[src/hw/rtl/jsu_pkg.sv]
// jsu_pkg: shared types, codes and constants of the json string unescaper
// no dependencies
`default_nettype none

package jsu_pkg;

  localparam int JSU_QUEUE_DEPTH = 4;
  localparam int JSU_CP_W        = 21;

  // characters of interest
  localparam logic [7:0] CH_QUOTE   = 8'h22;
  localparam logic [7:0] CH_BSLASH  = 8'h5C;
  localparam logic [7:0] CH_SLASH   = 8'h2F;
  localparam logic [7:0] CH_B       = 8'h62;
  localparam logic [7:0] CH_F       = 8'h66;
  localparam logic [7:0] CH_N       = 8'h6E;
  localparam logic [7:0] CH_R       = 8'h72;
  localparam logic [7:0] CH_T       = 8'h74;
  localparam logic [7:0] CH_U       = 8'h75;
  localparam logic [7:0] CH_NUL     = 8'h00;
  localparam logic [7:0] CTRL_LIMIT = 8'h20;

  localparam logic [7:0] BYTE_BS  = 8'h08;
  localparam logic [7:0] BYTE_FF  = 8'h0C;
  localparam logic [7:0] BYTE_LF  = 8'h0A;
  localparam logic [7:0] BYTE_CR  = 8'h0D;
  localparam logic [7:0] BYTE_TAB = 8'h09;

  // surrogate ranges and utf-8 limits
  localparam logic [15:0] HI_SUR_MIN = 16'hD800;
  localparam logic [15:0] HI_SUR_MAX = 16'hDBFF;
  localparam logic [15:0] LO_SUR_MIN = 16'hDC00;
  localparam logic [15:0] LO_SUR_MAX = 16'hDFFF;
  localparam logic [JSU_CP_W-1:0] SUPP_BASE = 21'h10000;
  localparam logic [JSU_CP_W-1:0] UTF8_MAX1 = 21'h0007F;
  localparam logic [JSU_CP_W-1:0] UTF8_MAX2 = 21'h007FF;
  localparam logic [JSU_CP_W-1:0] UTF8_MAX3 = 21'h0FFFF;

  typedef enum logic [2:0] {
    ST_BYTE    = 3'd0,
    ST_END     = 3'd1,
    ST_NOQUOTE = 3'd2,
    ST_BADESC  = 3'd3,
    ST_CTRL    = 3'd4,
    ST_BADHEX  = 3'd5,
    ST_BADSUR  = 3'd6
  } jsu_status_t;

  typedef enum logic [2:0] {
    PH_TEXT    = 3'd0,
    PH_ESC     = 3'd1,
    PH_HEX_HI  = 3'd2,
    PH_WANT_BS = 3'd3,
    PH_WANT_U  = 3'd4,
    PH_HEX_LO  = 3'd5
  } jsu_phase_t;

  // one queued command: a raw byte, a code point to encode, or a status
  typedef struct packed {
    jsu_status_t         status;
    logic                is_cp;
    logic [JSU_CP_W-1:0] value;
  } jsu_cmd_t;

  // hex digit value, bit 4 set when not a hex digit
  function automatic logic [4:0] hex_value(input logic [7:0] c);
    logic [4:0] v;
    v = 5'h10;
    if (c >= 8'h30 && c <= 8'h39) v = 5'(c - 8'h30);
    else if (c >= 8'h41 && c <= 8'h46) v = 5'(c - 8'h41 + 8'd10);
    else if (c >= 8'h61 && c <= 8'h66) v = 5'(c - 8'h61 + 8'd10);
    return v;
  endfunction

endpackage

`default_nettype wire

[src/hw/rtl/jsu_if.sv]
// jsu_in_if / jsu_out_if: valid-ready channels of the unescaper
// no dependencies
`default_nettype none

interface jsu_in_if;
  logic       valid;
  logic       ready;
  logic [7:0] in_byte;

  modport source (output valid, output in_byte, input ready);
  modport sink   (input valid, input in_byte, output ready);
endinterface

interface jsu_out_if;
  logic       valid;
  logic       ready;
  logic [7:0] out_byte;
  logic [2:0] status;
  logic       last;

  modport source (output valid, output out_byte, output status, output last, input ready);
  modport sink   (input valid, input out_byte, input status, input last, output ready);
endinterface

`default_nettype wire

[src/hw/rtl/jsu_front.sv]
// jsu_front: escape parser, takes one byte a cycle while the queue has room and queues one command or none
// depends on jsu_pkg and jsu_in_if
`default_nettype none

module jsu_front
  import jsu_pkg::*;
(
  input  wire logic clk,
  input  wire logic rst_n,
  jsu_in_if.sink    in_ch,
  input  wire logic q_full,
  output logic      push_valid,
  output jsu_cmd_t  push_cmd
);

  jsu_phase_t  phase_r, phase_nxt;
  logic [1:0]  cnt_r, cnt_nxt;
  logic [15:0] hi_r, hi_nxt;
  logic [15:0] lo_r, lo_nxt;

  logic        accept;
  logic [4:0]  hv;
  logic [15:0] unit_new;
  logic        fail_v;
  jsu_status_t fail_st;

  assign in_ch.ready = !q_full;
  assign accept      = in_ch.valid && !q_full;
  assign hv          = hex_value(in_ch.in_byte);
  assign unit_new    = (phase_r == PH_HEX_HI) ? {hi_r[11:0], hv[3:0]} : {lo_r[11:0], hv[3:0]};

  always_ff @(posedge clk) begin
    if (!rst_n) begin
      phase_r <= PH_TEXT;
      cnt_r   <= '0;
      hi_r    <= '0;
      lo_r    <= '0;
    end else begin
      phase_r <= phase_nxt;
      cnt_r   <= cnt_nxt;
      hi_r    <= hi_nxt;
      lo_r    <= lo_nxt;
    end
  end

  always_comb begin
    phase_nxt  = phase_r;
    cnt_nxt    = cnt_r;
    hi_nxt     = hi_r;
    lo_nxt     = lo_r;
    push_valid = 1'b0;
    push_cmd   = '{status: ST_BYTE, is_cp: 1'b0, value: '0};
    fail_v     = 1'b0;
    fail_st    = ST_BYTE;
    if (accept) begin
      unique case (phase_r)
        PH_ESC: begin
          phase_nxt = PH_TEXT;
          unique case (in_ch.in_byte) inside
            CH_QUOTE, CH_BSLASH, CH_SLASH: begin
              push_valid     = 1'b1;
              push_cmd.value = JSU_CP_W'(in_ch.in_byte);
            end
            CH_B: begin
              push_valid     = 1'b1;
              push_cmd.value = JSU_CP_W'(BYTE_BS);
            end
            CH_F: begin
              push_valid     = 1'b1;
              push_cmd.value = JSU_CP_W'(BYTE_FF);
            end
            CH_N: begin
              push_valid     = 1'b1;
              push_cmd.value = JSU_CP_W'(BYTE_LF);
            end
            CH_R: begin
              push_valid     = 1'b1;
              push_cmd.value = JSU_CP_W'(BYTE_CR);
            end
            CH_T: begin
              push_valid     = 1'b1;
              push_cmd.value = JSU_CP_W'(BYTE_TAB);
            end
            CH_U: begin
              phase_nxt = PH_HEX_HI;
              cnt_nxt   = '0;
              hi_nxt    = '0;
            end
            default: begin
              fail_v  = 1'b1;
              fail_st = ST_BADESC;
            end
          endcase
        end
        PH_HEX_HI, PH_HEX_LO: begin
          if (hv[4]) begin
            fail_v  = 1'b1;
            fail_st = ST_BADHEX;
          end else begin
            if (phase_r == PH_HEX_HI) hi_nxt = unit_new;
            else lo_nxt = unit_new;
            if (cnt_r != 2'd3) begin
              cnt_nxt = cnt_r + 2'd1;
            end else begin
              cnt_nxt = '0;
              if (phase_r == PH_HEX_HI) begin
                if (unit_new >= HI_SUR_MIN && unit_new <= HI_SUR_MAX) begin
                  phase_nxt = PH_WANT_BS;
                end else begin
                  phase_nxt      = PH_TEXT;
                  push_valid     = 1'b1;
                  push_cmd.is_cp = 1'b1;
                  push_cmd.value = JSU_CP_W'(unit_new);
                end
              end else if (unit_new < LO_SUR_MIN || unit_new > LO_SUR_MAX) begin
                fail_v  = 1'b1;
                fail_st = ST_BADSUR;
              end else begin
                // offsets below the surrogate bases are the low ten bits
                phase_nxt      = PH_TEXT;
                push_valid     = 1'b1;
                push_cmd.is_cp = 1'b1;
                push_cmd.value = {1'b0, hi_r[9:0], unit_new[9:0]} + SUPP_BASE;
              end
            end
          end
        end
        PH_WANT_BS: begin
          if (in_ch.in_byte != CH_BSLASH) begin
            fail_v  = 1'b1;
            fail_st = ST_BADSUR;
          end else begin
            phase_nxt = PH_WANT_U;
          end
        end
        PH_WANT_U: begin
          if (in_ch.in_byte != CH_U) begin
            fail_v  = 1'b1;
            fail_st = ST_BADSUR;
          end else begin
            phase_nxt = PH_HEX_LO;
            cnt_nxt   = '0;
            lo_nxt    = '0;
          end
        end
        default: begin
          // normal text, unused codes too
          phase_nxt = PH_TEXT;
          if (in_ch.in_byte == CH_QUOTE) begin
            fail_v  = 1'b1;
            fail_st = ST_END;
          end else if (in_ch.in_byte == CH_NUL) begin
            fail_v  = 1'b1;
            fail_st = ST_NOQUOTE;
          end else if (in_ch.in_byte == CH_BSLASH) begin
            phase_nxt = PH_ESC;
          end else if (in_ch.in_byte < CTRL_LIMIT) begin
            fail_v  = 1'b1;
            fail_st = ST_CTRL;
          end else begin
            push_valid     = 1'b1;
            push_cmd.value = JSU_CP_W'(in_ch.in_byte);
          end
        end
      endcase
      if (fail_v) begin
        phase_nxt  = PH_TEXT;
        cnt_nxt    = '0;
        hi_nxt     = '0;
        lo_nxt     = '0;
        push_valid = 1'b1;
        push_cmd   = '{status: fail_st, is_cp: 1'b0, value: '0};
      end
    end
  end

endmodule

`default_nettype wire

[src/hw/rtl/jsu_queue.sv]
// jsu_queue: small command fifo between parser and encoder
// depends on jsu_pkg
`default_nettype none

module jsu_queue
  import jsu_pkg::*;
#(
  parameter int DEPTH = JSU_QUEUE_DEPTH
) (
  input  wire logic      clk,
  input  wire logic      rst_n,
  input  wire logic      push,
  input  wire jsu_cmd_t  push_cmd,
  output logic           full,
  input  wire logic      pop,
  output logic           head_valid,
  output jsu_cmd_t       head_cmd
);

  localparam int PTR_W = $clog2(DEPTH);
  localparam int CNT_W = $clog2(DEPTH + 1);

  jsu_cmd_t         entries_r [DEPTH];
  logic [PTR_W-1:0] wr_ptr_r, rd_ptr_r;
  logic [CNT_W-1:0] count_r;

  assign full       = (count_r == CNT_W'(DEPTH));
  assign head_valid = (count_r != '0);
  assign head_cmd   = entries_r[rd_ptr_r];

  always_ff @(posedge clk) begin
    if (push) entries_r[wr_ptr_r] <= push_cmd;
  end

  always_ff @(posedge clk) begin
    if (!rst_n) begin
      wr_ptr_r <= '0;
      rd_ptr_r <= '0;
      count_r  <= '0;
    end else begin
      if (push) wr_ptr_r <= (wr_ptr_r == PTR_W'(DEPTH - 1)) ? '0 : wr_ptr_r + 1'b1;
      if (pop) rd_ptr_r <= (rd_ptr_r == PTR_W'(DEPTH - 1)) ? '0 : rd_ptr_r + 1'b1;
      if (push && !pop) count_r <= count_r + 1'b1;
      else if (pop && !push) count_r <= count_r - 1'b1;
    end
  end

endmodule

`default_nettype wire

[src/hw/rtl/jsu_back.sv]
// jsu_back: utf-8 encoder, sends one result byte a cycle from the queue head while the output is taken
// depends on jsu_pkg and jsu_out_if
`default_nettype none

module jsu_back
  import jsu_pkg::*;
(
  input  wire logic     clk,
  input  wire logic     rst_n,
  input  wire logic     head_valid,
  input  wire jsu_cmd_t head_cmd,
  output logic          pop,
  jsu_out_if.source     out_ch
);

  logic [1:0]  idx_r;
  logic        valid_r;
  logic [7:0]  byte_r;
  jsu_status_t status_r;
  logic        last_r;

  logic [1:0]          last_idx;
  logic [7:0]          byte_sel;
  logic [JSU_CP_W-1:0] v;
  logic                load;
  logic                is_last;

  assign v       = head_cmd.value;
  assign load    = head_valid && (!valid_r || out_ch.ready);
  assign is_last = (idx_r == last_idx);
  assign pop     = load && is_last;

  always_comb begin
    last_idx = 2'd0;
    byte_sel = v[7:0];
    if (head_cmd.is_cp) begin
      if (v <= UTF8_MAX1) begin
        last_idx = 2'd0;
        byte_sel = v[7:0];
      end else if (v <= UTF8_MAX2) begin
        last_idx = 2'd1;
        case (idx_r)
          2'd0:    byte_sel = {3'b110, v[10:6]};
          default: byte_sel = {2'b10, v[5:0]};
        endcase
      end else if (v <= UTF8_MAX3) begin
        last_idx = 2'd2;
        case (idx_r)
          2'd0:    byte_sel = {4'b1110, v[15:12]};
          2'd1:    byte_sel = {2'b10, v[11:6]};
          default: byte_sel = {2'b10, v[5:0]};
        endcase
      end else begin
        last_idx = 2'd3;
        case (idx_r)
          2'd0:    byte_sel = {5'b11110, v[20:18]};
          2'd1:    byte_sel = {2'b10, v[17:12]};
          2'd2:    byte_sel = {2'b10, v[11:6]};
          default: byte_sel = {2'b10, v[5:0]};
        endcase
      end
    end
  end

  always_ff @(posedge clk) begin
    if (!rst_n) begin
      valid_r <= 1'b0;
      idx_r   <= '0;
    end else begin
      if (load) begin
        valid_r <= 1'b1;
        idx_r   <= is_last ? 2'd0 : idx_r + 2'd1;
      end else if (out_ch.ready) begin
        valid_r <= 1'b0;
      end
    end
  end

  always_ff @(posedge clk) begin
    if (load) begin
      byte_r   <= byte_sel;
      status_r <= head_cmd.status;
      last_r   <= is_last;
    end
  end

  assign out_ch.valid    = valid_r;
  assign out_ch.out_byte = byte_r;
  assign out_ch.status   = status_r;
  assign out_ch.last     = last_r;

endmodule

`default_nettype wire

[src/hw/rtl/json_string_unescape_utf8_core.sv]
// json_string_unescape_utf8_core: json string body unescaper to utf-8
// path: an accepted byte is queued as a command, then its first result goes to the output register
// throughput: one byte in and one result out per cycle unless stalled; a byte that expands
//   to up to four results holds the output longer; the queue absorbs the difference
// reset: synchronous active-low rst_n returns the parser to normal text, empties the queue
`default_nettype none

module json_string_unescape_utf8_core
  import jsu_pkg::*;
#(
  parameter int QUEUE_DEPTH = JSU_QUEUE_DEPTH
) (
  input  wire logic clk,
  input  wire logic rst_n,
  jsu_in_if.sink    in_ch,
  jsu_out_if.source out_ch
);

  // front: parses escapes and hex groups, one request accepted per cycle
  // while the queue has room; each byte queues at most one command
  logic     push_valid;
  jsu_cmd_t push_cmd;
  logic     q_full;

  // back: pops commands and sends 1 to 4 bytes each
  logic     head_valid;
  jsu_cmd_t head_cmd;
  logic     pop;

  jsu_front u_front (
    .clk        (clk),
    .rst_n      (rst_n),
    .in_ch      (in_ch),
    .q_full     (q_full),
    .push_valid (push_valid),
    .push_cmd   (push_cmd)
  );

  // decouples parser from encoder so each side stalls on its own
  jsu_queue #(
    .DEPTH (QUEUE_DEPTH)
  ) u_queue (
    .clk        (clk),
    .rst_n      (rst_n),
    .push       (push_valid),
    .push_cmd   (push_cmd),
    .full       (q_full),
    .pop        (pop),
    .head_valid (head_valid),
    .head_cmd   (head_cmd)
  );

  // output register lives in the back, so results wait there without
  // blocking new input requests while the queue has room
  jsu_back u_back (
    .clk        (clk),
    .rst_n      (rst_n),
    .head_valid (head_valid),
    .head_cmd   (head_cmd),
    .pop        (pop),
    .out_ch     (out_ch)
  );

endmodule

`default_nettype wire

[src/flat_wrapper.sv]
// flat-port wrapper written by rule: the top's interface ports become plain ports
module json_string_unescape_utf8_core_flat import jsu_pkg::*;
#(
  parameter int QUEUE_DEPTH = JSU_QUEUE_DEPTH
)
  (clk, rst_n, in_ch_valid, in_ch_in_byte, in_ch_ready, out_ch_valid, out_ch_out_byte, out_ch_status, out_ch_last, out_ch_ready);
  jsu_in_if in_ch_i ();
  jsu_out_if out_ch_i ();
  input  wire logic clk;
  input  wire logic rst_n;
  input wire logic [$bits(in_ch_i.valid)-1:0] in_ch_valid;
  input wire logic [$bits(in_ch_i.in_byte)-1:0] in_ch_in_byte;
  output wire logic [$bits(in_ch_i.ready)-1:0] in_ch_ready;
  output wire logic [$bits(out_ch_i.valid)-1:0] out_ch_valid;
  output wire logic [$bits(out_ch_i.out_byte)-1:0] out_ch_out_byte;
  output wire logic [$bits(out_ch_i.status)-1:0] out_ch_status;
  output wire logic [$bits(out_ch_i.last)-1:0] out_ch_last;
  input wire logic [$bits(out_ch_i.ready)-1:0] out_ch_ready;
  assign in_ch_i.valid = in_ch_valid;
  assign in_ch_i.in_byte = in_ch_in_byte;
  assign in_ch_ready = in_ch_i.ready;
  assign out_ch_valid = out_ch_i.valid;
  assign out_ch_out_byte = out_ch_i.out_byte;
  assign out_ch_status = out_ch_i.status;
  assign out_ch_last = out_ch_i.last;
  assign out_ch_i.ready = out_ch_ready;
  json_string_unescape_utf8_core #(.QUEUE_DEPTH(QUEUE_DEPTH)) u_core (.clk(clk), .rst_n(rst_n), .in_ch(in_ch_i), .out_ch(out_ch_i));
endmodule
[config.mk]
export PLATFORM = sky130hd
export DESIGN_NAME = json_string_unescape_utf8_core_flat
export DESIGN_NICKNAME = d
export VERILOG_FILES = /design/src/hw/rtl/jsu_pkg.sv /design/src/hw/rtl/jsu_if.sv /design/src/hw/rtl/jsu_front.sv /design/src/hw/rtl/jsu_queue.sv /design/src/hw/rtl/jsu_back.sv /design/src/hw/rtl/json_string_unescape_utf8_core.sv /design/src/flat_wrapper.sv
export SDC_FILE = /design/constraint.sdc
export NUM_CORES = 1
export LEC_CHECK = 0
export ABC_AREA = 1
export BUFFER_PORTS_ARGS = -buffer_cell sky130_fd_sc_hd__buf_2
export CAP_MARGIN = 40
export CORE_MARGIN = 2
export CORE_UTILIZATION = 55
export CTS_BUF_LIST = sky130_fd_sc_hd__clkbuf_8
export DETAILED_ROUTE_END_ITERATION = 10
export GPL_TIMING_DRIVEN = 0
export PLACE_DENSITY = 0.69
export SYNTH_ARGS = -nofsm -noshare
export SYNTH_HDL_FRONTEND = slang
export SYNTH_SLANG_ARGS = --single-unit
[constraint.sdc]
create_clock -name clk -period 10.8 [get_ports clk]
set_input_delay 1.62 -clock clk [delete_from_list [all_inputs] [get_ports clk]]
set_output_delay 1.62 -clock clk [all_outputs]
set_load 0.02 [all_outputs]
==> impl_summary.txt, run 1 <==
----------------------------------------------------
[Critical path]
  Required arrival time at the worst endpoint ... between 10,000 and 15,000 ps
  Max FO, Critical Path ... 10
  Setup slack of the most critical reg-to-reg path ... approximately 7100 ps
  Critical Path End Type ... register
  Startpoint type of the worst setup path ... input port
  Reg2reg path depth ... 22
  Critical path class ... input port to register
  RR Startpoint ... u_core.u_front.phase_r[2]
  Critical register-to-register path endpoint ... u_core.u_queue.count_r[2]
  Crit path arrival time ... roughly 5200 ps

[Detailed routing]
  Number of violations reported at the end of detailed-routing iteration 0 ... ~550
  Vias post-DR ... approximately 6,400
  Post-route DRC ... 0
  Antenna-violating nets left ... 0
  DR WL/cell ... 15.95 um
  Total length of routed wires ... roughly 19,000 um
  Number of vias per cell after detailed routing ... roughly 5.5
  Iteration count of the initial detailed-routing pass ... 5

[STA]
  Post-layout min period ... ~4800 ps
  Sum of negative setup slack ... 0 ps
  Setup violators final ... 0
  Setup repair after global routing missed its margin ... no
  Maximum clock frequency ... 0.2066 GHz
  Number of hold-slack violations in the final timing report ... 0
  Slew at the pin with the worst max-slew slack ... around 860 ps
  Period Utilization, post-route ... between 40% and 50%
  Final slew viol count ... 0
  Layout Skew ... ~19 ps
  Relative slew margins ... a little over two fifths

[Synthesis]
  Area share of the largest cell type after synthesis ... a little over two fifths
  Count of cell types in the netlist ... between 40 and 50
  Combined area of all synthesized cells ... 7893 sq um
  Number of flops mapped to enable cells by yosys ... around 110
  Most frequent cells after synthesis ... nand2_1, nor2_1, edfxtp_1, inv_1, nand3_1
  Post-Synthesis Net Count ... 956
  Cell with the most instances after synthesis ... nand2_1
  Sequential element share of the synthesized area ... between 50% and 60%
  Synth Flop Type ... edfxtp_1
  Post-synth ARST share ... 0%
  Cell accounting for the most synthesized area ... edfxtp_1
  Number of cells produced by synthesis ... 926
  Cell types with the largest area share after synthesis ... edfxtp_1, dfxtp_1, nand2_1, nor2_1, nand3_1
  Synth warnings ... 0
  Mean Syn Cell Area ... 8.523 sq um
  Seq cells post-synth ... between 150 and 200

[Layout]
  Multi-input gate area ... 3222 sq um
  Layout cell share with drive strength beyond 1 ... around an eighth
  Synth-to-layout area growth ... 9.734%
  Antenna fix cells ... 0
  Final nets ... around 1,000
  Number of inserted filler cells in the final layout ... between 1,000 and 1,500
  Sequential cell area ... ~4200 sq um
  Final cell count without fillers ... around 1,200

[CTS]
  Deepest level of the CTS H-tree ... 4
  CTS clock-pin slew for the worst setup and hold paths ... roughly 90 ps
  Post-CTS Resized ... 0
  CTS buffer count ... 17
  Cts hold-fix bufs ... 0
  Clock root buffer master ... clkbuf_8
  CTS tree ... done
  Setup Buffers After CTS ... 0
  Sink Count ... between 150 and 200
  Maximum buffer depth of the clock tree ... 2
  Latest clock arrival within the worst-skew pair ... 450 ps

[GRT]
  Number of global-route vias before repair ... 5,942
  Met1 capacity usage during global routing ... between 30% and 40%
  First-pass GRT wire length ... 29,990 um
  Global-route track usage on met3 ... under 10%
  Met2 layer usage reported by global route ... between 40% and 50%
  GRT Max-Usage Layer ... met2
  Total congestion overflow after global routing ... 0
  Largest net degree at the start of global routing ... 26
  Initial antenna violation count ... 0
  Overall track demand over capacity in global routing ... between 20% and 30%

[Status]
  Run status ... completed

[Hold path]
  Cell count of the worst hold path ... 2
  Worst Hold Endpoint ... u_core.u_front.hi_r[10]
  Worst min-delay path category ... register to register
  Hold path startpoint ... u_core.u_front.hi_r[10]

[Power]
  Pleak ... between 0.003 and 0.004 uW
  Peak ir drop on the vdd network ... between 100 and 150 uV
  Final Power ... 2428 uW
  Power density relative to cell area ... roughly 280 nW/um^2

[Place]
  Cell count after placement ... approximately 1,100
  Port buffer count ... 23
  Global placement routability congestion ... slightly above 0.9
  Detail Placement HPWL ... between 10,000 and 15,000 um

[Floorplanning]
  Initial cell density of the core ... roughly 57%
  Std-Cell Core Area ... about 14,000 sq um
  Floorplan die width ... 123.8 um
  Number of placement rows ... 43
  Top-level port count ... 26
  Die Y ... around 120 um
  Die outline area ... around 15,000 sq um

[Run]
  Max-cap violation count ... 0

----------------------------------------------------
[per-stage QoR]
stage	util (%)	hold slack, ps	area (sq um)	setup slack (ps)
after global routing	62.15	512.2	8661	5655
after floorplan	-	445.6	7893	6190
after global placement	59.08	458.0	8233	4562
after CTS	62.15	486.0	8661	6040
after detailed placement	59.62	464.7	8308	5561
final	62.15	486.8	8661	5960
[cells by family (layout without fill, tap and decap cells)]
group                    Yosys count  count (layout)  synth area share [%]
AO/OA/AOI/OAI                    147             147                 10.89
XOR/XNOR                           1               1                0.1110
adder cells (fa/ha/maj)           18              18                 2.949
buffers and inverters            127             184                 6.626
flip-flops                       153             153                 53.01
multiplexers                       4               4                0.5073
AND/OR/NAND/NOR                  476             476                 25.90
[worst max path at each step]
stage	cells after the start	slack [ps]	from	to
3_3_place_gp	15	4560	in_ch_in_byte[0]	u_core.u_queue.entries_r[3][1]
5_1_grt	23	5660	in_ch_in_byte[0]	u_core.u_queue.count_r[2]
4_1_cts	23	6040	in_ch_in_byte[0]	u_core.u_queue.count_r[2]
3_5_place_dp	23	5560	in_ch_in_byte[0]	u_core.u_queue.count_r[2]
2_1_floorplan	14	6190	in_ch_in_byte[0]	u_core.u_queue.entries_r[0][0]
6_report	23	5960	in_ch_in_byte[0]	u_core.u_queue.count_r[2]
[per-layer routing]
metal | up-vias | part of all wire, %
met2 | 229 | 47
met4 | 0 | 2.1
li1 | 3225 | -
met5 | - | 0
met1 | 2952 | 45
met3 | 30 | 5.9
[cell type report]
cell class | instances | share of cell area [%]
sequential | 153 | 48.31
multi-input combinational | 646 | 37.20
tap | 180 | 2.600
clock buffer | 17 | 2.702
clock inverter | 15 | 1.372
timing repair buffer | 25 | 1.777
buffer | 36 | 2.095
inverter | 91 | 3.944
[state kept, by name, indices dropped and copies added, names as in the netlist, named ones only]
register and flops:
u_core.u_front.cnt_r 2, u_core.u_back.idx_r 2, u_core.u_back.out_ch.out_byte 8, u_core.u_queue.wr_ptr_r 2, u_core.u_back.out_ch.last 1, u_core.u_front.lo_r 12
u_core.u_front.hi_r 12, u_core.u_back.out_ch.valid 1, u_core.u_queue.count_r 3, u_core.u_front.phase_r 3, u_core.u_back.out_ch.status 3, u_core.u_queue.entries_r 100
u_core.u_queue.rd_ptr_r 2
[where the power goes]
part	internal (uW)	leakage, uW	switching, uW
combinational	359	0.00198	790
sequential	825	0.00132	62.9
clock	163	0.000165	228
total	1350	0.00347	1080
[cells in the final DEF (no fill, tap or decap), types with 18 or more instances in the layout]
master and n:
a21oi_1 23, buf_2 36, o21ai_0 47, nand2_1 197
nand3_1 72, nor2_1 152, dfxtp_1 41, o21ai_1 25
inv_1 76, o22ai_1 18, edfxtp_1 112
[worst max-delay path, cell delays in order]
cell and delay (ps):
buf_2 150, inv_1 130, ha_1 260, inv_1 60
nor2_1 40, nand4_1 260, nand2_1 110, nor2_2 300
nand3_1 190, nand3_2 110, nand2_2 90, buf_6 150
nand2_1 210, nand2_1 300, inv_1 130, ha_1 150
inv_1 80, fa_1 440, nor2_1 110, nor2_1 40
nand2_1 70, o21ai_0 70, a21oi_1 140
(Power assumes the default switching activity.)
==> run 2, diff against run 1 <==
--- a/config.mk
+++ b/config.mk
@@ -5,7 +5,7 @@
 export SDC_FILE = /design/constraint.sdc
 export NUM_CORES = 1
 export LEC_CHECK = 0
-export ABC_AREA = 1
+export ABC_AREA = 0
 export BUFFER_PORTS_ARGS = -buffer_cell sky130_fd_sc_hd__buf_2
 export CAP_MARGIN = 40
 export CORE_MARGIN = 2
==> constraint.sdc (replaced) <==
create_clock -name clk -period 4.6 [get_ports clk]
set_input_delay 0.69 -clock clk [delete_from_list [all_inputs] [get_ports clk]]
set_output_delay 0.69 -clock clk [all_outputs]
set_load 0.02 [all_outputs]
==> impl_summary.txt, run 2 <==
----------------------------------------------------
[Synthesis]
  Count of cell types in the netlist ... 75 (+56%)
  Synth Flop Type ... edfxtp_1
  Synth warnings ... 0 (unchanged)
  Post-synth ARST share ... 0% (unchanged)
  Mean Syn Cell Area ... 12.33 sq um (+45%)
  Number of cells produced by synthesis ... 600 (-35%)
  Sequential element share of the synthesized area ... 56.54% (+3.5 points)
  Cell types with the largest area share after synthesis ... edfxtp_1, dfxtp_1, mux4_2, nand2_1, ha_1
  Area share of the largest cell type after synthesis ... 45.45% (+2.8 points)
  Most frequent cells after synthesis ... edfxtp_1, nand2_1, dfxtp_1, nor2_1, a21oi_1
  Cell accounting for the most synthesized area ... edfxtp_1
  Cell with the most instances after synthesis ... edfxtp_1
  Combined area of all synthesized cells ... 7400 sq um (-6.2%)
  Seq cells post-synth ... 153 (unchanged)
  Number of flops mapped to enable cells by yosys ... 112 (unchanged)
  Post-Synthesis Net Count ... 630 (-34%)

[Critical path]
  Critical Path End Type ... register
  Crit path arrival time ... 4600 ps (-630 ps)
  Critical path class ... input port to register
  Startpoint type of the worst setup path ... input port
  Required arrival time at the worst endpoint ... 4970 ps (-6220 ps)
  Max FO, Critical Path ... 9 (-1)

[Detailed routing]
  Number of violations reported at the end of detailed-routing iteration 0 ... 411 (-26%)
  Vias post-DR ... 5,211 (-19%)
  Post-route DRC ... 0 (unchanged)
  Antenna-violating nets left ... 0 (unchanged)
  DR WL/cell ... 20.44 um (+28%)
  Number of vias per cell after detailed routing ... 6.226 (+13%)
  Iteration count of the initial detailed-routing pass ... 6 (+1)
  Total length of routed wires ... 17,110 um (-7.8%)

[GRT]
  Number of global-route vias before repair ... 5,079 (-15%)
  First-pass GRT wire length ... 27,260 um (-9.1%)
  Total congestion overflow after global routing ... 0 (unchanged)
  Initial antenna violation count ... 0 (unchanged)
  Overall track demand over capacity in global routing ... 25.18% (-0.55 points)
  Largest net degree at the start of global routing ... 17 (-35%)

[Floorplanning]
  Die outline area ... 14,400 sq um (-6.0%)
  Die Y ... 120.0 um (-3.1%)
  Top-level port count ... 26 (unchanged)
  Number of placement rows ... 42 (-2.3%)
  Std-Cell Core Area ... 13,190 sq um (-5.3%)
  Initial cell density of the core ... 56.10% (-0.54 points)
  Floorplan die width ... 120.0 um (-3.1%)

[Power]
  Peak ir drop on the vdd network ... 234.3 uV (+97%)
  Pleak ... 0.002810 uW (-19%)
  Power density relative to cell area ... 469.5 nW/um^2 (+68%)

[Layout]
  Layout cell share with drive strength beyond 1 ... 16.94% (+4.9 points)
  Most frequent standard cell in the layout excluding fill and tap cells ... edfxtp_1
  Final nets ... 678 (-32%)
  Largest regs ... u_core.u_queue.entries_r: 100 flops, u_core.u_front.hi_r: 12 flops, u_core.u_front.lo_r: 12 flops
  Most frequent cells in the layout ... edfxtp_1, nand2_1, dfxtp_1
  Synth-to-layout area growth ... 11.26%
  Antenna fix cells ... 0 (unchanged)
  Largest register by flop count ... u_core.u_queue.entries_r
  Number of flip-flops under the largest register name ... 100 (unchanged)

[CTS]
  CTS buffer count ... 17 (unchanged)
  Deepest level of the CTS H-tree ... 4 (unchanged)
  Sink Count ... 153 (unchanged)
  Clock root buffer master ... clkbuf_8
  CTS clock-pin slew for the worst setup and hold paths ... 80 ps (about the same)
  Setup Buffers After CTS ... 0 (unchanged)
  Latest clock arrival within the worst-skew pair ... 460 ps (about the same)
  Cts hold-fix bufs ... 0 (unchanged)
  Maximum buffer depth of the clock tree ... 2 (unchanged)
  CTS tree ... done
  Post-CTS Resized ... 0 (unchanged)

[STA]
  Setup violators final ... 0 (unchanged)
  Setup repair after global routing missed its margin ... no
  Layout Skew ... 14.43 ps (-4.580 ps)
  Number of hold-slack violations in the final timing report ... 0 (unchanged)
  Post-layout min period ... approximately 4200 ps
  Worst-case hold slack ... 473.7 ps (-13.05 ps)
  Relative slew margins ... 49.52% (+7.6 points)
  Period Utilization, post-route ... approximately nine tenths
  Maximum clock frequency ... between 0.2 and 0.25 GHz
  Final slew viol count ... 0 (unchanged)
  Sum of negative setup slack ... 0 ps (unchanged)
  Slew at the pin with the worst max-slew slack ... 755.5 ps (-109.1 ps)

[Place]
  Port buffer count ... 24 (+4.3%)
  Detail Placement HPWL ... 12,380 um (-6.1%)
  Global placement routability congestion ... 0.9135 (-2.3%)

[Status]
  Run status ... completed

[Hold path]
  Worst min-delay path category ... register to register

[Run]
  Max-cap violation count ... 0 (unchanged)

----------------------------------------------------
-- run 2: cell count changes after synthesis, moves of 11 or more --
cell and delta:
nand2_1 -136, nor2_1 -117, inv_1 -60, nand3_1 -55, o21ai_0 -34, mux4_2 +24
o21ai_1 -20, inv_2 -12, and2_1 +11, o2bb2ai_1 +11
-- run 2: metrics by stage --
step                      setup WS (ps)  cells  total power, uW  util [%]  cell area [sq um]
after floorplan                   683.4    600             2603         -               7400
after global placement           -8.497    800             2892     58.68               7740
after detailed placement         -6.021    805             2957     59.66               7869
after CTS                         244.3    837             3879     62.41               8232
after global routing              191.3    837             4051     62.42               8233
final                             369.7    837             3865     62.42               8233
-- run 2: cell type report --
cell class / count / area (sq um)
Buffer: 30 / 156.4
Clock inverter: 15 / 128.9
Multi-Input combinational cell: 400 / 3000
Inverter: 17 / 63.81
Sequential cell: 153 / 4184
Tap cell: 176 / 220.2
Timing Repair Buffer: 29 / 245.2
Fill cell: 1061 / 4957
Clock buffer: 17 / 234.0
-- run 2: logic make-up after synthesis --
logic type,after synthesis,synth area share [%]
and+or+nand+nor,197,13.65
DFF,153,56.54
AOI/OAI and AO/OA,141,13.56
buffers and inverters,47,2.959
muxes,39,9.554
adders and majority gates,18,3.145
xor gates and xnor gates,5,0.5919
-- run 2: worst paths after layout --
path	start	to	slack, ps	depth (start not counted)
max	in_ch_in_byte[0]	u_core.u_queue.count_r[2]	370	15
min	u_core.u_front.lo_r[2]	u_core.u_front.lo_r[2]	470	2
max reg2reg	u_core.u_front.phase_r[1]	u_core.u_queue.count_r[2]	430	12
min reg2reg	u_core.u_front.lo_r[2]	u_core.u_front.lo_r[2]	470	2
-- run 2: critical path: stages --
cell and delay, ps:
buf_2 170, inv_1 120, ha_1 240, nand3_1 110
or4_1 520, o31ai_1 250, o21ai_0 350, and3_1 270
o21ai_2 430, ha_1 290, inv_1 70, fa_1 430
xor2_1 170, or3_1 310, a21boi_0 180
-- run 2: power breakdown --
group | switching [uW] | internal (uW)
clock | 508 | 428
sequential | 60.8 | 1700
combinational | 701 | 473
total | 1270 | 2600
-- run 2: metal layers --
| layer | GRT usage [%] | share of wire, % |
|---|---|---|
| met5 | 0 | 0 |
| met4 | 12.43 | 3.5 |
| met3 | 5.608 | 5.8 |
| met2 | 39.06 | 47 |
| met1 | 33.64 | 44 |
